--- src/rtl/pbmt_ram.sv ---
`timescale 1ns / 1ps

module pbmt_ram #(
    parameter int WIDTH = 8,
    parameter int DEPTH = 16,
    parameter int AW    = $clog2(DEPTH)
) (
    input  logic             i_clk,
    input  logic             i_we,
    input  logic [AW-1:0]    i_waddr,
    input  logic [WIDTH-1:0] i_wdata,
    input  logic             i_re,
    input  logic [AW-1:0]    i_raddr,
    output logic [WIDTH-1:0] o_rdata
);

    logic [WIDTH-1:0] r_mem [DEPTH];
    logic [WIDTH-1:0] r_rdata;

    // One write port, one registered read port
    always_ff @(posedge i_clk) begin
        if (i_we) begin
            r_mem[i_waddr] <= i_wdata;
        end
        if (i_re) begin
            r_rdata <= r_mem[i_raddr];
        end
    end

    assign o_rdata = r_rdata;

endmodule

--- config.mk ---
export PLATFORM = sky130hd
export DESIGN_NAME = pbmt_ram
export DESIGN_NICKNAME = d
export VERILOG_FILES = /design/src/rtl/pbmt_ram.sv
export SDC_FILE = /design/constraint.sdc
export NUM_CORES = 1
export LEC_CHECK = 0
export CORE_MARGIN = 4
export CORE_UTILIZATION = 56
export DETAILED_ROUTE_END_ITERATION = 7
export DONT_BUFFER_PORTS = 1
export GPL_ROUTABILITY_DRIVEN = 0
export PLACE_DENSITY = 0.86
export SETUP_SLACK_MARGIN = 0.4
export SYNTH_ARGS = -nofsm -noshare
export SYNTH_HDL_FRONTEND = slang
export SYNTH_SLANG_ARGS = --single-unit
--- constraint.sdc ---
create_clock -name i_clk -period 1.6 [get_ports i_clk]
set_clock_uncertainty 0.15 [all_clocks]
set_input_delay 0.08 -clock i_clk [delete_from_list [all_inputs] [get_ports i_clk]]
set_output_delay 0.08 -clock i_clk [all_outputs]
set_load 0.005 [all_outputs]
### After elaboration in Yosys (flattened, before gate mapping)

Memories as Yosys holds them, arrays and structs flattened. A register that Yosys moved wholly into a read port is not among the register bits.
Index checks and enable logic that the tools add are counted.

| word-level totals | value |
|---|---|
| register bits | 0 |
| bits in writable memories | 128 |
| input port bits | 19 |
| output and inout bits | 8 |
| word-level logic and storage cells | 3 |
| memories kept | 1 |

| cells by class | value |
|---|---|
| multiplexer cells | 2 |

Memory list:

| memory | words | width | rd ports | clocked after Yosys merged registers in | write ports | RTL line | source |
|---|---|---|---|---|---|---|---|
| r_mem | 16 | 8 | 1 | 1 | 1 | 17 | `logic [WIDTH-1:0] r_mem [DEPTH];` |

Operators with widths:

| kind | count |
|---|---|
| two-way mux 1 bit | 2 |

### Longest topological paths before layout

| logic depth | value |
|---|---|
| depth in word-level cells | 2 |
| gate-level depth with buffers | 5 |
| gate-level depth less buffers | 3 |

### Worst setup path before layout

Ideal clock, no wire load.

| path | value |
|---|---|
| path kind | input to register |
| start point | input i_waddr[2] |
| end point | memory r_mem[0][0] (enable) |
| library setup time | 0.383 ns |
| arrival | 1.190 ns |
| required time | 1.067 ns |
| path slack | -0.123 ns |
| cell stages on the path | 2 |
| buffers on the path | 0 |
| cells stage by stage | or3b_2 nor3_1 |

RTL lines:

| element | RTL line | source |
|---|---|---|
| start, declared | 10 | `input logic [AW-1:0] i_waddr,` |
| end, declared | 17 |  |

Straight into the memory's write port.

==> impl_results.md <==
- Initial antenna violation count: 0
- Minimum clock period: ~1700 ps
- 1st-pass router iterations: 5
- Via Count: roughly 2500
- LEAKAGE: 0.00206 µW
- Synth Area in Adders: 0
- Crit path max fanout: 1
- Slack of the critical path: -84.4 ps
- Setup violations, final: 4
- Failing checks: hold timing, setup timing
- Antenna fix cells: 0
- Core Area: slightly below 0.009 mm²
- R2R depth: 3
- Seq/Total Area, Yosys: 0.781
- Internal cell power: ~7000 µW
- Overflow after GRT: 0
- Vias/cell: about 6.5
- Slew HR: 0.592
- CP Capture Point: o_rdata[4]
- Synth warn: 0
- Commonest non-fill, non-tap cells in the layout: 136 x edfxtp_1, 32 x mux4_2, 16 x clkbuf_16
- Post-synthesis average cell area: between 20 and 25 µm²
- Core Util, Final: 0.702
- R2R Setup Slk: -80 ps
- Tot GR Track Use: 0.205
- Yosys cell types: 18
- WL per Instance: 27.2 µm
- DRT Wirelength: between 10000 and 15000 µm
- Pwr dens: between 1000 and 1500 mW/mm²
- Worst hold stages: 3
- CTS sink cnt: 136
- Vias in the first global route: about 2600
- Initial DRC Count: around 250
- TritonCTS buffer count: 17
- Critical path type: flip-flop to flip-flop
- Final Max Tran Viols: 0
- Worst path arrival time: roughly 1800 ps
- Post-Layout Inst Area: around 0.0062 mm²
- Die H: between 100 and 150 µm
- Final period util: 1.05
- Synth Area in Simple Gates: 0.0314
- CP endpoint kind: flip-flop
- Worst Hold Class: input pin to flip-flop
- Compound-cell area share of the yosys netlist: 0.0230
- Worst vdd ir: between 0.0008 and 0.0009 V
- Yosys reg bits: 136
- Net Count, Synth: between 200 and 250
- Max-cap check violation count: 0
- Die footprint: around 0.011 mm²
- Achievable clock frequency: between 500 and 600 MHz
- RSZ-0062 raised after global routing: yes
- Starting Density: 0.588
- Skew-Pair Late Insertion Delay: around 520 ps
- Num rows: 34
- Worst hold slack: -203 ps
- Setup crit start: r_mem[2][4]
- Chip Width: about 100 µm
- Layout Nets: about 290
- Area of placed instances: roughly 0.0054 mm²
- Largest net degree at the start of global routing: 33
- First-pass GRT wire length: roughly 16000 µm
- ANT nets after route: 0
- Total power draw: 8620 µW
- Combinational share of power: 0.039
- Sequential Power Share: 0.469
- Residual DRC count: 0
- Main combinational cell family by area after synthesis: multiplexers
- Fin. Hold Viols: 8
- Worst-Margin Slew: roughly 600 ps
- Cell count after synthesis: ~230
- CTS tree: built
- Synth Area in XOR/XNOR: 0
- Dpl ws: -32.3 ps
- Share of cells above drive strength 1: 0.319
- Layout area overhead: 19.3%
- Multiplexer share of the synthesized area: 0.148
- Io pins: 27
- Sw frac: 0.186
- Outcome: finished with violations
- Clock Root Buffer: clkbuf_8
- Net Sw Power: 1610 µW
- H-tree depth: 4
- Most common library cell in the layout ignoring fill and taps: edfxtp_1
- Area of the mapped netlist: about 0.0052 mm²
- Port Buffers: 0
- RR Endpoint: o_rdata[4]
- Dpl hpwl: 6070 µm
- Clk slew on worst S/H paths: around 60 ps
- Clock power share: 0.492
- Maximum clock path buffer count: 2
- R2r startpoint: r_mem[2][4]
- Req. time, crit path: between 1500 and 2000 ps
- Setup crit start kind: flip-flop
## cell usage after synthesis
master,instances,area (µm²)
buf_4,1,7.51
nand3_1,1,5.00
mux4_1,14,368
buf_2,3,15.0
a22oi_1,16,120
nand2b_1,2,12.5
and2b_1,1,7.51
and2_1,1,6.26
buf_6,3,33.8
nand2_1,9,33.8
nor2_1,13,48.8
mux4_2,18,405
or3b_2,1,8.76
nor2b_1,1,6.26
nor3_1,4,20.0
nand3b_1,2,15.0
clkdlybuf4s25_2,3,30.0
edfxtp_1,136,4080
## worst min-delay path by stage
stage / start / end
after floorplan: i_wdata[0] / r_mem[0][0]
after global placement: i_wdata[3] / r_mem[6][3]
after detailed placement: i_wdata[0] / r_mem[0][0]
after CTS: i_raddr[1] / o_rdata[6]
after global routing: i_raddr[1] / o_rdata[6]
final: i_raddr[1] / o_rdata[6]
## power groups by stage
stage          combinational (µW)  sequential [µW]  clock (µW)
6_report                      335             4040        4240
5_1_grt                       357             4050        4480
4_1_cts                       325             4040        4270
3_5_place_dp                  235             4120           0
3_3_place_gp                  226             4110           0
2_1_floorplan                 228             4110           0
## area by class of cell
| type | instances | area, µm² |
|---|---|---|
| flip-flops and latches | 136 | 4080 |
| fillers | 502 | 2650 |
| multi-input cells | 83 | 1080 |
| clock buffers | 19 | 422 |
| repair buffers | 31 | 293 |
| clock inverters | 13 | 225 |
| well taps | 108 | 135 |
## per-stage QoR
| stage | TNS [ps] | cells |
|---|---|---|
| global route | -458 | 390 |
| detailed placement | -100 | 342 |
| global placement | 0 | 342 |
| CTS | -237 | 389 |
| finish | -152 | 390 |
| floorplan | 0 | 229 |
## sequential cells by signal (all words and copies together), names as in the netlist
register and flops:
r_mem 128, o_rdata 8
## timing repair
item | 4_1_cts | 5_1_grt
endpoints found under the setup margin | 8 | 120
pin swaps | 0 | 2
hold buffers | 15 | 1
buffers inserted | 0 | 0
gates resized for setup | 1 | 12
endpoints found under the hold margin | 233 | 40
## cells by family after synthesis
kind of cell,Yosys count
AOI/OAI and AO/OA,16
buffers and inverters,10
DFF,136
muxes,32
and+or+nand+nor,35
## metal layers
| layer | GRT usage | up-vias | wire length, µm |
|---|---|---|---|
| li1 | - | 1054 | - |
| met1 | 0.283 | 1334 | 4110 |
| met2 | 0.329 | 140 | 5510 |
| met3 | 0.0536 | 9 | 878 |
| met4 | 0.0637 | 0 | 114 |
| met5 | 0 | - | 0 |
## critical path, cell delays in order (launching register included)
cell	delay, ps
edfxtp_1	420
mux4_2	530
a22oi_2	240
nand2_1	90
Power figures use the tool's default switching activity.
