## src/rtl/pbmt_pkg.sv

```systemverilog
`timescale 1ns / 1ps

package pbmt_pkg;

    // Table geometry
    localparam int SECONDARY_BITS = 8;
    localparam int PRIMARY_BITS   = 2;
    localparam int INDEX_BITS     = PRIMARY_BITS + SECONDARY_BITS;
    localparam int TABLE_DEPTH    = 1 << INDEX_BITS;
    localparam int SLOT_SHIFT     = 3;
    localparam int ADDR_W         = 13;
    localparam int CNT_W          = ADDR_W - SLOT_SHIFT;
    localparam int WORD_W         = 64;
    // One stored entry: valid flag over lock, key, bound, base
    localparam int ENTRY_W        = 4 * WORD_W + 1;

    // Opcodes
    localparam logic [1:0] OP_STORE = 2'd0;
    localparam logic [1:0] OP_LOAD  = 2'd1;
    localparam logic [1:0] OP_COPY  = 2'd2;

    typedef logic [INDEX_BITS-1:0] t_idx;
    typedef logic [CNT_W-1:0]      t_cnt;
    typedef logic [ENTRY_W-1:0]    t_entry;

    typedef enum logic [1:0] {
        ST_CLEAR,
        ST_IDLE,
        ST_COPY,
        ST_DRAIN
    } t_state;

    typedef struct packed {
        logic [1:0]        opcode;
        logic [ADDR_W-1:0] address;
        logic [ADDR_W-1:0] source_address;
        logic [ADDR_W-1:0] copy_bytes;
        logic [WORD_W-1:0] in_base;
        logic [WORD_W-1:0] in_bound;
        logic [WORD_W-1:0] in_key;
        logic [WORD_W-1:0] in_lock;
    } t_req;

    typedef struct packed {
        logic [WORD_W-1:0] out_base;
        logic [WORD_W-1:0] out_bound;
        logic [WORD_W-1:0] out_key;
        logic [WORD_W-1:0] out_lock;
        logic              copy_skipped;
    } t_rsp;

    // Sequencer controls toward the table datapath
    typedef struct packed {
        logic clearing;
        t_idx clear_idx;
        logic idle;
        logic copy_rd;
        t_idx copy_src;
        logic copy_wr;
        t_idx copy_dst;
        logic drain;
    } t_seq_ctl;

    // Slot index of an address, wrapped to the table size
    function automatic t_idx slot_of(input logic [ADDR_W-1:0] a);
        return t_idx'(a >> SLOT_SHIFT);
    endfunction

endpackage

```

## src/rtl/pbmt_seq.sv

```systemverilog
`timescale 1ns / 1ps

module pbmt_seq
    import pbmt_pkg::*;
(
    input  logic     i_clk,
    input  logic     i_rst_n,
    input  logic     i_accept,
    input  t_req     i_req,
    output t_seq_ctl o_ctl,
    output logic     o_busy
);

    t_state r_state, n_state;
    t_idx   r_clr_idx, n_clr_idx;
    t_idx   r_src, n_src;
    t_idx   r_dst, n_dst;
    t_idx   r_wdst, n_wdst;
    t_cnt   r_cnt, n_cnt;
    logic   r_wr_pend, n_wr_pend;

    t_cnt   req_count;
    logic   copy_start;

    // A copy that moves at least one entry runs in the sequencer
    assign req_count  = t_cnt'(i_req.copy_bytes >> SLOT_SHIFT);
    assign copy_start = i_accept && (i_req.opcode == OP_COPY)
                        && (i_req.source_address[SLOT_SHIFT-1:0] == '0)
                        && (req_count != '0);

    // Next state
    always_comb begin
        n_state = r_state;
        case (r_state)
            ST_CLEAR: begin
                if (r_clr_idx == t_idx'(TABLE_DEPTH - 1)) begin
                    n_state = ST_IDLE;
                end
            end
            ST_IDLE: begin
                if (copy_start) begin
                    n_state = ST_COPY;
                end
            end
            ST_COPY: begin
                if (r_cnt == t_cnt'(1)) begin
                    n_state = ST_DRAIN;
                end
            end
            ST_DRAIN: begin
                n_state = ST_IDLE;
            end
            default: begin
                n_state = ST_IDLE;
            end
        endcase
    end

    // Counters and copy pointers
    always_comb begin
        n_clr_idx = r_clr_idx;
        n_src     = r_src;
        n_dst     = r_dst;
        n_cnt     = r_cnt;
        n_wdst    = r_wdst;
        n_wr_pend = 1'b0;
        case (r_state)
            ST_CLEAR: begin
                n_clr_idx = r_clr_idx + t_idx'(1);
            end
            ST_IDLE: begin
                n_src = slot_of(i_req.source_address);
                n_dst = slot_of(i_req.address);
                n_cnt = req_count;
            end
            ST_COPY: begin
                n_src     = r_src + t_idx'(1);
                n_dst     = r_dst + t_idx'(1);
                n_cnt     = r_cnt - t_cnt'(1);
                n_wdst    = r_dst;
                n_wr_pend = 1'b1;
            end
            default: begin
                n_wr_pend = 1'b0;
            end
        endcase
    end

    always_ff @(posedge i_clk) begin
        if (!i_rst_n) begin
            r_state   <= ST_CLEAR;
            r_clr_idx <= '0;
            r_wr_pend <= 1'b0;
        end else begin
            r_state   <= n_state;
            r_clr_idx <= n_clr_idx;
            r_wr_pend <= n_wr_pend;
        end
    end

    always_ff @(posedge i_clk) begin
        r_src  <= n_src;
        r_dst  <= n_dst;
        r_cnt  <= n_cnt;
        r_wdst <= n_wdst;
    end

    // Outputs
    always_comb begin
        o_ctl           = '0;
        o_ctl.clear_idx = r_clr_idx;
        o_ctl.copy_src  = r_src;
        o_ctl.copy_dst  = r_wdst;
        o_ctl.copy_wr   = r_wr_pend;
        case (r_state)
            ST_CLEAR: begin
                o_ctl.clearing = 1'b1;
            end
            ST_IDLE: begin
                o_ctl.idle = 1'b1;
            end
            ST_COPY: begin
                o_ctl.copy_rd = 1'b1;
            end
            ST_DRAIN: begin
                o_ctl.drain = 1'b1;
            end
            default: begin
                o_ctl.idle = 1'b0;
            end
        endcase
    end

    assign o_busy = (r_state != ST_IDLE);

    // Checks
    a_wr_pend_only_copying: assert property (@(posedge i_clk) disable iff (!i_rst_n)
        r_wr_pend |-> (r_state == ST_COPY || r_state == ST_DRAIN))
        else $error("copy write pending outside a copy");
    a_drain_after_copy: assert property (@(posedge i_clk) disable iff (!i_rst_n)
        (r_state == ST_DRAIN) |-> $past(r_state) == ST_COPY)
        else $error("drain not preceded by copy");
    a_copy_count_nonzero: assert property (@(posedge i_clk) disable iff (!i_rst_n)
        (r_state == ST_COPY) |-> r_cnt != '0)
        else $error("copy running with zero remaining count");

endmodule

```

## config.mk

```make
export PLATFORM = sky130hd
export DESIGN_NAME = pbmt_seq
export DESIGN_NICKNAME = d
export VERILOG_FILES = /design/src/rtl/pbmt_pkg.sv /design/src/rtl/pbmt_seq.sv
export SDC_FILE = /design/constraint.sdc
export NUM_CORES = 1
export LEC_CHECK = 0
export ABC_AREA = 1
export BUFFER_PORTS_ARGS = -buffer_cell sky130_fd_sc_hd__buf_4
export CORE_AREA = 10 10 122 124
export DETAILED_ROUTE_END_ITERATION = 12
export DIE_AREA = 0 0 132 134
export GPL_TIMING_DRIVEN = 0
export PLACE_DENSITY = 0.55
export SKIP_CTS_REPAIR_TIMING = 1
export SLEW_MARGIN = 20
export SYNTH_ARGS = -nofsm -noshare
export SYNTH_HDL_FRONTEND = slang
export SYNTH_SLANG_ARGS = --single-unit
export TNS_END_PERCENT = 50
```

## constraint.sdc

```tcl
create_clock -name i_clk -period 2.4 [get_ports i_clk]
set_input_delay 0.36 -clock i_clk [delete_from_list [all_inputs] [get_ports i_clk]]
set_output_delay 0.36 -clock i_clk [all_outputs]
set_load 0.01 [all_outputs]
```

Yosys cells after proc, flatten, opt, wreduce, memory -nomap -nowiden

Index checks and enable logic that the tools add are counted.

Output and inout bits: 36
Register bits: 53
Input port bits: 300

Reductions and logical operators: 8
$add $sub $neg: 4
Equality and inequality tests: 10
Muxes and demuxes: 11

Operator list:

| kind                                                                    | count |
|---|---|
| 10-bit case mux with 2 select lines                                     | 3 |
| 10-bit by 1-bit adder with 10-bit output, second input constant         | 3 |
| 10-bit by 1-bit == test with 1-bit output, second input constant        | 1 |
| 10-bit == test, second input constant                                   | 1 |
| 10-bit nonzero test                                                     | 1 |
| 10-bit by 1-bit subtractor with 10-bit output, second input constant    | 1 |
| 2-bit case mux with 4 select lines                                      | 1 |
| 2-bit == test, second input constant                                    | 3 |
| 2-bit 2-to-1 mux                                                        | 3 |
| 2-bit inequality test, second input constant                            | 3 |
| 1-bit 2-to-1 mux                                                        | 4 |
| 1-bit logical AND                                                       | 3 |
| 3-bit zero test                                                         | 1 |
| 3-bit AND reduction                                                     | 1 |
| 2-bit by 1-bit == test with 1-bit output, second input constant         | 1 |
| 2-bit zero test                                                         | 1 |
| 2-bit by 1-bit inequality test with 1-bit output, second input constant | 1 |
| 2-bit nonzero test                                                      | 1 |

Depth between registers and ports, before layout

Gate-level depths: netlist of the first run.

Depth after elaboration: 6
Mapped depth: 10

Worst setup path before layout of the first run

No wires, ideal clock.

Kind: register to register
From: register r_state[0]
To: register r_cnt[0] (enable)
Library setup time: 0.387 ns
Setup slack: 0.704 ns
Required time: 2.013 ns
Path buffers: 0
Clock period less this slack: 1.696 ns
Data arrival time: 1.309 ns
Stages on the path, launching flop included: 3
Path through: dfxtp_1 inv_1 ha_1

Longest elaborated chain between the ends: 2

Ends and longest elaborated chain:

| what                                                                             | line            | RTL |
|---|---|---|
| start, declared                                                                  | pbmt_seq.sv:14  | `t_state r_state, n_state;` |
| start signal, assigned                                                           | pbmt_seq.sv:95  | `r_state <= n_state;` |
| 2-bit by 1-bit == test with 1-bit output / 2-bit == test (equally long branches) | pbmt_seq.sv:67  | `case (r_state)` |
| 2-bit nonzero test (no source line) (*)                                          | -               |  |
| end signal, assigned                                                             | pbmt_seq.sv:104 | `r_cnt <= n_cnt;` |
| end, declared                                                                    | pbmt_seq.sv:19  | `t_cnt r_cnt, n_cnt;` |

Mark *: on every way between the ends. The rest lies on a longest branch, timed or not.
A chain may end at the register's enable or synchronous reset.

Worst setup path after layout of the first run

From: register r_state[0]
To: register r_src[6], data pin

Longest elaborated chain between the ends: 2

Ends and longest elaborated chain:

| what                                                                             | line            | RTL |
|---|---|---|
| 2-bit == test / 2-bit by 1-bit == test with 1-bit output (equally long branches) | pbmt_seq.sv:67  |  |
| 10-bit case mux with 2 select lines (*)                                          | pbmt_seq.sv:67  |  |
| via n_src[6]                                                                     | pbmt_seq.sv:16  | `t_idx r_src, n_src;` |
| end signal, assigned                                                             | pbmt_seq.sv:102 | `r_src <= n_src;` |
| end, declared                                                                    | pbmt_seq.sv:16  |  |

Mark *: on every way through the listed nets, which the timed path passes. The rest lies on a longest branch.

==> summary.md, run 1 <==
| Metric | Value |
|---|---|
| Leak Pwr | 1.50 nW |
| Place WS | 190 ps |
| Worst setup SP type | register |
| Largest net degree at the start of global routing | 32 |
| Syn nets | roughly 620 |
| CTS tree | done |
| Avg WL per Cell | 14.8 um |
| 1st-iter DRT viols | between 150 and 200 |
| Vias/cell | 4.19 |
| Total Wirelength | 8300 um |
| Crit path buffers/inverters | 3 |
| CP Max Fanout | 14 |
| Unique masters post-synth | 28 |
| TritonCTS sink count | 53 |
| Worst Tran Pin Value | 750 ps |
| Drt pass-1 iters | 4 |
| CP max stage cell | ha_1 |
| Cts bufs inserted | 5 |
| Yosys warning count | 0 |
| Port Buffers | 73 |
| Post-synth EDFFs | 40 |
| Final cycle utilization of the critical path | 0.902 |
| Final Max Slew Viols | 0 |
| Setup TNS | 0 ps |
| RSZ-0062 raised after global routing | false |
| Setup ws final | about 240 ps |
| Status | completed |
| Rel. slew slack | 0.500 |
| Latest clock arrival within the worst-skew pair | about 290 ps |
| Arrival @ worst endpoint | 2190 ps |
| PwrDens | between 400 and 500 nW/um^2 |
| Min-Delay Path Class | primary input to register |
| Kind of critical path | register to register |
| Async SR Flop Fraction | 0 |
| Die X | 132 um |
| Initial Util | 0.220 |
| Util after Layout | 0.293 |
| Hold slack | about 330 ps |
| Total Nets Final | 698 |
| DP HPWL | 6430 um |
| Worst path required time | 2430 ps |
| Antenna Nets Post-Route | 0 |
| Core Region | 12500 sq um |
| Clk_skew | 8.56 ps |
| Initial antenna violation count | 0 |
| H-tree depth | 2 |
| Synth Flop Type | edfxtp_1 |
| Clk slew on worst S/H paths | about 70 ps |
| Top cell by count, worst path | inv_1 |
| Final setup vio count | 0 |
| Minimum clock period | 2160 ps |
| Worst R2R Setup Slack | 240 ps |
| Root Driver | clkbuf_16 |
| Synth Cell Area | 2740 sq um |
| Peak Freq | 0.462 GHz |
| Syn Inst Count | between 300 and 400 |
| Layout cells sized above 1 | 0.239 |
| Drc violations | 0 |
| Seq cells post-synth | between 50 and 60 |
| Vias in the first global route | 2293 |
| Largest delay contributor family on the critical path | buffers and inverters |
| Maximum vdd drop | approximately 0.00027 V |
| Cells along the critical path | inv_1 -> ha_1 -> inv_1 -> clkbuf_1 -> nand2_1 -> o21ai_0 |
| Row count | 41 |
| GPL Wtd Cong | between 0.8 and 0.9 |
| P&R area growth vs syn | 33.1% |
| CP Capture Type | register |
| Clock Tree Buf Depth | 2 |
| Total track usage | 0.0918 |
| Die area | between 15000 and 20000 sq um |
| Io pins | approximately 340 |
| Die height | 134 um |
| Final Hold Viols | 0 |
| Vias | 2357 |
| Syn avg cell area | 8.90 sq um |
| CP max stage delay | 560 ps |
| Register area share after synthesis | 0.533 |
| Max Cap Violations | 0 |
| Global-route wire length before repair | 12800 um |
| Total gr overflow | 0 |
-- registers in the layout, summed over array words and instances, names as in the netlist --
name	flops
r_wdst	10
r_state	2
r_wr_pend	1
r_src	10
r_dst	10
r_clr_idx	10
r_cnt	10
-- per-stage QoR --
| stage | power [W] | std cells | area, sq um |
|---|---|---|---|
| 5_1_grt | 0.00186 | 561 | 3650 |
| 3_3_place_gp | 0.00111 | 553 | 3500 |
| 6_report | 0.00179 | 562 | 3650 |
| 2_1_floorplan | 0.00105 | 308 | 2740 |
| 3_5_place_dp | 0.00112 | 553 | 3510 |
| 4_1_cts | 0.00181 | 561 | 3650 |
-- area by class of cell --
| cell class | instances | area [sq um] |
|---|---|---|
| Antenna cell | 1 | 2.50 |
| Tap cell | 172 | 215 |
| Fill cell | 1322 | 8820 |
| Clock inverter | 2 | 10.0 |
| Sequential cell | 53 | 1460 |
| Clock buffer | 6 | 129 |
| Inverter | 27 | 101 |
| Timing Repair Buffer | 73 | 548 |
| Buffer | 9 | 52.6 |
| Multi-Input combinational cell | 219 | 1130 |
-- worst min-delay path: stages --
cell     delay [ps]
buf_4            80
nand2_1          40
nand2_1          50
-- placed cells by master, fill, tap and decap left out, drive strengths merged, types with 8 or more instances in the layout --
cell | netlist | layout
a21oi | 9 | 9
buf | 4 | 77
clkbuf | 5 | 11
dfxtp | 13 | 13
edfxtp | 40 | 40
ha | 10 | 10
inv | 26 | 26
nand2 | 75 | 75
nand3 | 19 | 19
nor2 | 48 | 48
o21ai | 26 | 26
xor2 | 8 | 8
-- path summary, 6_finish.rpt --
path / from / endpoint / depth (start not counted)
setup / recovery: r_state[0] / r_src[6] / 6
hold / removal: i_req[273] / r_src[1] / 3
setup reg to reg: r_state[0] / r_src[6] / 6
hold reg to reg: r_dst[9] / r_wdst[9] / 0
-- report_power, final --
group	switching (W)	total [W]	internal, W
combinational	0.0000408	0.000104	0.0000630
clock	0.000317	0.000701	0.000384
sequential	0.00000484	0.000989	0.000984
-- synthesized netlist by cell type, types with 2 or more instances --
library cell,n,area (sq um)
a21oi_1,9,45.0
nor3_1,3,15.0
o21bai_1,3,22.5
nor3_2,2,20.0
nand3b_1,3,22.5
o31ai_1,2,15.0
nand4_1,4,25.0
ha_1,10,125
edfxtp_1,40,1200
nor2_4,2,22.5
nand2_1,74,278
nand3_1,17,85.1
nor2_1,45,169
inv_1,26,97.6
nand3_2,2,20.0
xnor2_1,2,17.5
dfxtp_1,13,260
buf_4,2,15.0
xor2_1,8,70.1
clkbuf_1,4,15.0
o21ai_0,26,130
a31oi_1,5,31.3
-- cell families (layout without fill, tap and decap cells) --
kind of cell,Yosys count,in the layout,share of synthesized area
DFF,53,53,0.533
AOI/OAI and AO/OA,45,45,0.0890
xor gates and xnor gates,10,10,0.0320
adders and majority gates,10,10,0.0456
other,0,1,0
and+or+nand+nor,154,154,0.244
buffers and inverters,36,117,0.0561
-- layer usage --
layer	part of all wire	up-vias	global-route usage
met1	0.53	1072	0.137
met5	0	-	0
met3	0.094	5	0.0325
met2	0.36	92	0.117
li1	-	1188	-
met4	0.012	0	0.0260
Power figures use the tool's default switching activity.
==> run 2, diff against run 1 <==
--- a/config.mk
+++ b/config.mk
@@ -5,13 +5,12 @@
 export SDC_FILE = /design/constraint.sdc
 export NUM_CORES = 1
 export LEC_CHECK = 0
-export ABC_AREA = 1
 export BUFFER_PORTS_ARGS = -buffer_cell sky130_fd_sc_hd__buf_4
-export CORE_AREA = 10 10 122 124
+export CORE_AREA = 10 10 123 125
 export DETAILED_ROUTE_END_ITERATION = 12
-export DIE_AREA = 0 0 132 134
+export DIE_AREA = 0 0 133 135
 export GPL_TIMING_DRIVEN = 0
-export PLACE_DENSITY = 0.55
+export PLACE_DENSITY = 0.53
 export SKIP_CTS_REPAIR_TIMING = 1
 export SLEW_MARGIN = 20
 export SYNTH_ARGS = -nofsm -noshare
==> run 2 against run 1 <==
Net effect:
- clock skew grew 6.5 ps
- fmax grew 6.8%
- hold slack better by 25 ps
- cell area decreased by 2.1%
- core utilization down 0.85 points
- power rose by 7.6%
- combinational power fell by 4%
- clock power is 20% higher
- die area increased by 1.5%
- synthesized cell count shrank 23%
- critical path type unchanged
- largest power group unchanged
==> summary.md, run 2 <==
| Metric | Value |
|---|---|
| Register area share after synthesis | 0.555 |
| Clk_skew | 15.1 ps |
| Most frequent cells in the layout | buf_4 (75), edfxtp_1 (40), nor2_1 (28), a21oi_1 (23), nand3_1 (16) |
| Synth Flop Type | edfxtp_1 |
| Setup TNS | 0 ps |
| Avg WL per Cell | roughly 15 um |
| Min-Delay Path Class | primary input to register |
| Kind of critical path | register to register |
| Seq cells post-synth | 53 |
| Gate power share | 0.052 |
| Sequential Power Share | 0.513 |
| Worst path required time | ~2400 ps |
| CP Capture Type | register |
| Compound-cell area share of the yosys netlist | 0.0694 |
| Crit path buffers/inverters | 3 |
| Syn nets | 548 |
| Hold slack | 358 ps |
| Cell-internal power | between 0.0015 and 0.002 W |
| Largest family of logic cells by synthesized area | simple AND/OR/NAND/NOR gates |
| H-tree depth | 2 |
| Clk slew on worst S/H paths | 70 ps |
| Vias | 2026 |
| Vias in the first global route | 2092 |
| CP Max Fanout | 13 |
| Simple-gate area share of the yosys netlist | 0.172 |
| Yosys warning count | 0 |
| Drc violations | 0 |
| Peak Freq | 0.493 GHz |
| Total Wirelength | about 7600 um |
| Arrival @ worst endpoint | 2040 ps |
| Largest cells by area after synthesis | edfxtp_1 (46%), dfxtp_1 (9.9%), xor2_1 (5.0%) |
| Syn Inst Count | roughly 240 |
| Status | completed |
| Drt pass-1 iters | 4 |
| Post-synth EDFFs | 40 |
| Port Buffers | 73 |
| Global-route wire length before repair | 11800 um |
| Synth Cell Area | 2630 sq um |
| CP max stage delay | 450 ps |
| Max Cap Violations | 0 |
| Initial Util | 0.209 |
| Total track usage | 0.0827 |
| Die X | about 130 um |
| Async SR Flop Fraction | 0 |
| Final setup vio count | 0 |
| Leak Pwr | around 1.4 nW |
| Adder-Cell Fraction of Synth Area | 0.0476 |
| Top cells by count, synth | edfxtp_1 (40), nor2_1 (28), a21oi_1 (23) |
| TritonCTS sink count | 53 |
| Post-synthesis xor/xnor area fraction | 0.0965 |
| Share of the synthesized area in the top cell type | 0.456 |
| Antenna cells | 0 |
| PwrDens | approximately 540 nW/um^2 |
| Total gr overflow | 0 |
| Cts bufs inserted | 5 |
| 1st-iter DRT viols | roughly 130 |
| Switch Pwr | 0.000390 W |
| Clock Tree Buf Depth | 2 |
| Final Max Slew Viols | 0 |
| Most common cell after layout, fill and taps aside | buf_4 |
| Root Driver | clkbuf_16 |
| CTS tree | done |
| Layout cells sized above 1 | 0.295 |
| CP max stage cell | buf_1 |
| RSZ-0062 raised after global routing | false |
| Die area | 18000 sq um |
| Rel. slew slack | 0.484 |
| Die height | 135 um |
| Row count | between 40 and 50 |
| Minimum clock period | 2030 ps |
| Most common cell in the synthesized netlist | edfxtp_1 |
| # fillers | 1338 |
| Initial antenna violation count | 0 |
| Syn avg cell area | 11.1 sq um |
| Setup ws final | approximately 370 ps |
| Antenna Nets Post-Route | 0 |
| Unique masters post-synth | 33 |
| Post-synth top area cell | edfxtp_1 |
| Total Nets Final | 628 |
| Maximum vdd drop | 0.000294 V |
| Final Hold Viols | 0 |
| Sw frac | 0.202 |
| Mux contribution to synthesized area | 0.0319 |
| Largest net degree at the start of global routing | 32 |
| Core Region | ~13000 sq um |
| Io pins | 336 |
| Vias/cell | roughly 4.1 |
| Place WS | -114 ps |
| DP HPWL | between 5000 and 6000 um |
| Worst Tran Pin Value | 774 ps |
| Latest clock arrival within the worst-skew pair | 300 ps |
| GPL Wtd Cong | 0.796 |
| Clock group share of total power | 0.435 |
| P&R area growth vs syn | 35.8% |
| Worst setup SP type | register |
| Largest delay contributor family on the critical path | buffers and inverters |
| Cells along the critical path | inv_1 -> ha_2 -> clkbuf_2 -> buf_1 -> a21oi_1 |
| Final cycle utilization of the critical path | 0.844 |
| Util after Layout | 0.284 |
## run 2: cell count changes in the layout (fill, tap and decap cells not counted), moves of 4 or more
cell | before | now
a21oi_1 | 9 | 23
a31oi_1 | 5 | 1
and2_1 | 0 | 7
and3_1 | 0 | 8
inv_1 | 26 | 8
mux2i_1 | 0 | 5
nand2_1 | 74 | 11
nor2_1 | 45 | 28
o21ai_0 | 26 | 4
xnor2_1 | 2 | 14
xor2_1 | 8 | 15
## run 2: final cells by class
type / count / area (sq um) / area share
Multi-Input combinational cell: 168 / 1100 / 0.309
Inverter: 8 / 30.0 / 0.00841
Clock buffer: 5 / 125 / 0.0350
Sequential cell: 53 / 1460 / 0.409
Tap cell: 172 / 215 / 0.0602
Buffer: 9 / 45.0 / 0.0126
Clock inverter: 3 / 43.8 / 0.0123
Timing Repair Buffer: 73 / 548 / 0.153
## run 2: metal layers
metal  share of wire  vias up  GRT usage
met5               0        -          0
met1            0.48      948      0.109
met2            0.40       66      0.113
met4           0.012        0     0.0275
met3            0.11        6     0.0419
li1                -     1006          -
## run 2: stage by stage
step / total power (W) / cell area (sq um) / std cells
CTS: 0.00195 / 3570 / 491
detailed placement: 0.00111 / 3400 / 483
floorplan: 0.00104 / 2630 / 238
finish: 0.00193 / 3570 / 491
global placement: 0.00111 / 3390 / 483
global route: 0.00199 / 3570 / 491
## run 2: power groups by stage
stage	combinational (W)	clock, W	sequential (W)
detailed placement	0.000102	0	0.00101
finish	0.0000997	0.000841	0.000990
CTS	0.000102	0.000863	0.000990
global placement	0.000100	0	0.00101
floorplan	0.0000330	0	0.00101
global route	0.000112	0.000891	0.000991
## run 2: cells by family after synthesis
| kind of cell | count (synthesis) |
|---|---|
| AND/OR/NAND/NOR | 88 |
| flip-flops | 53 |
| AO/OA/AOI/OAI | 33 |
| XOR/XNOR | 29 |
| buffers and inverters | 17 |
| adder cells (fa/ha/maj) | 10 |
| multiplexers | 8 |
## run 2: worst paths after layout
kind	from	to	slack, ps	cells past startpoint
setup / recovery	r_state[0]	r_dst[5]	370	5
hold / removal	i_rst_n	r_clr_idx[9]	360	2
setup reg to reg	r_state[0]	r_dst[5]	370	5
hold reg to reg	r_dst[9]	r_wdst[9]	480	0
==> run 3, diff against run 2 <==
==> constraint.sdc (replaced) <==
create_clock -name i_clk -period 1.91 [get_ports i_clk]
set_input_delay 0.2865 -clock i_clk [delete_from_list [all_inputs] [get_ports i_clk]]
set_output_delay 0.2865 -clock i_clk [all_outputs]
set_load 0.01 [all_outputs]
==> run 3 against run 2 <==
Net effect:
- cell count unchanged
- via count decreased by 0.49%
- critical path depth unchanged
- critical path type unchanged
- critical endpoint is now r_cnt[4]
- largest cell class unchanged
- largest power group unchanged
- highest routed layer unchanged
==> summary.md, run 3 (synthesized netlist as in run 2, its figures left out) <==
| Metric | Value |
|---|---|
| Status | completed |
| Avg WL per Cell | 15.4 um |
| Vias in the first global route | 2092 |
| Final Hold Viols | 0 |
| Clk_skew | 14.1 ps |
| Io pins | roughly 340 |
| Total Nets Final | 628 |
| Register Area | around 1500 sq um |
| Antenna cells | 0 |
| Multi-input gate area | 1110 sq um |
| Final cycle utilization of the critical path | 0.933 |
| Layout cells sized above 1 | 0.304 |
| Min-Delay Path Class | primary input to register |
| Die height | 135 um |
| Initial Util | 0.209 |
| Post-route cell area | 3590 sq um |
| Arrival @ worst endpoint | 1820 ps |
| Most common cell after layout, fill and taps aside | buf_4 |
| Kind of critical path | register to register |
| Clk slew on worst S/H paths | 70 ps |
| Port Buffers | 73 |
| DP HPWL | 5780 um |
| Total gr overflow | 0 |
| Leak Pwr | 1.38 nW |
| Max Cap Violations | 0 |
| CP Capture Type | register |
| Final Max Slew Viols | 0 |
| Critical Path Source | r_state[0] |
| Reg2Reg Depth | 5 |
| GPL Wtd Cong | 0.796 |
| 1st-iter DRT viols | 122 |
| Setup crit end | r_cnt[4] |
| CP Max Fanout | 13 |
| Core Region | 12600 sq um |
| Global-route wire length before repair | between 10000 and 15000 um |
| Util after Layout | 0.285 |
| Drt pass-1 iters | 4 |
| Total track usage | 0.0827 |
| # fillers | 1336 |
| Die area | 18000 sq um |
| Row count | 41 |
| CTS tree | done |
| Vias | 2016 |
| Most frequent cells in the layout | buf_4 (75), edfxtp_1 (40), nor2_1 (28), a21oi_1 (23), nand3_1 (16) |
| Cts bufs inserted | 5 |
| Initial antenna violation count | 0 |
| Placed inst area | between 3000 and 4000 sq um |
| RSZ-0062 raised after global routing | false |
| Worst R2R Setup Slack | 130 ps |
| Largest net degree at the start of global routing | 32 |
| Worst path required time | slightly below 2000 ps |
| Maximum vdd drop | between 0.0003 and 0.0004 V |
| Worst Tran Pin Value | around 760 ps |
| Wire length on met3 | 763 um |
| Clock Tree Buf Depth | 2 |
| RR Endpoint | r_cnt[4] |
| Worst setup SP type | register |
| Total Wirelength | 7550 um |
| P&R area growth vs syn | 36.3% |
| Routed wire length on met2 | 3070 um |
| Antenna Nets Post-Route | 0 |
| Rel. slew slack | 0.493 |
| Vias/cell | between 4 and 5 |
| Latest clock arrival within the worst-skew pair | just under 300 ps |
| H-tree depth | 2 |
| PwrDens | around 670 nW/um^2 |
| Worst R2R Start | r_state[0] |
| Root Driver | clkbuf_16 |
| Minimum clock period | 1780 ps |
| Die X | roughly 130 um |
| Top sig layer | met4 |
| Final setup vio count | 0 |
| TritonCTS sink count | 53 |
| Drc violations | 0 |
| Post-route met1 wirelength | 3640 um |
| Peak Freq | 0.561 GHz |
==> run 3: cell count changes in the layout (fill, tap and decap cells not counted), sizes merged <==
cell,change
buf,-1
clkbuf,+1
==> run 3: per-stage QoR <==
stage / setup TNS, ps / instances / hold WS (ps) / worst slack, ps / total power, W
after detailed placement: -14440 / 483 / 471 / -604 / 0.00140
after global placement: -17710 / 483 / 467 / -486 / 0.00140
after global routing: 0 / 491 / 287 / 4.97 / 0.00251
after CTS: -14580 / 491 / 280 / -585 / 0.00246
final: 0 / 491 / 290 / 128 / 0.00242
after floorplan: 0 / 238 / 437 / 58.2 / 0.00131
==> run 3: critical path, cell delays in order (launching register included) <==
cell      delay (ps)
dfxtp_1          360
inv_1            150
ha_4             270
clkbuf_2         290
clkbuf_2         330
a31oi_1          130
==> run 3: final cells by class <==
cell class | count | area share
plain buffers | 9 | 0.0136
flip-flops and latches | 53 | 0.408
repair buffers | 73 | 0.153
clock inverters | 3 | 0.0122
clock buffers | 5 | 0.0349
inverters | 8 | 0.00837
multi-input cells | 168 | 0.311
well taps | 172 | 0.0600
==> run 3: how the worst min path moves through the flow <==
stage	start	slack, ps	end	cells past startpoint
finish	i_rst_n	290	r_clr_idx[9]	2
global route	i_rst_n	290	r_clr_idx[7]	2
CTS	i_rst_n	280	r_clr_idx[9]	2
detailed placement	r_dst[9]	470	r_wdst[9]	0
global placement	r_dst[9]	470	r_wdst[9]	0
floorplan	i_rst_n	440	r_state[1]	2
==> run 3: power by group <==
| group | internal (W) | leakage, nW | switching [W] |
|---|---|---|---|
| Sequential | 0.00124 | 0.465 | 0.00000801 |
| Combinational | 0.0000782 | 0.830 | 0.0000470 |
| Clock | 0.000622 | 0.0842 | 0.000427 |
| Total | 0.00194 | 1.38 | 0.000482 |
==> run 3: routing by layer <==
layer  GRT usage  vias to the layer above
li1            -                     1006
met1       0.109                      942
met2       0.113                       64
met3      0.0419                        4
met4      0.0275                        0
met5           0                        -
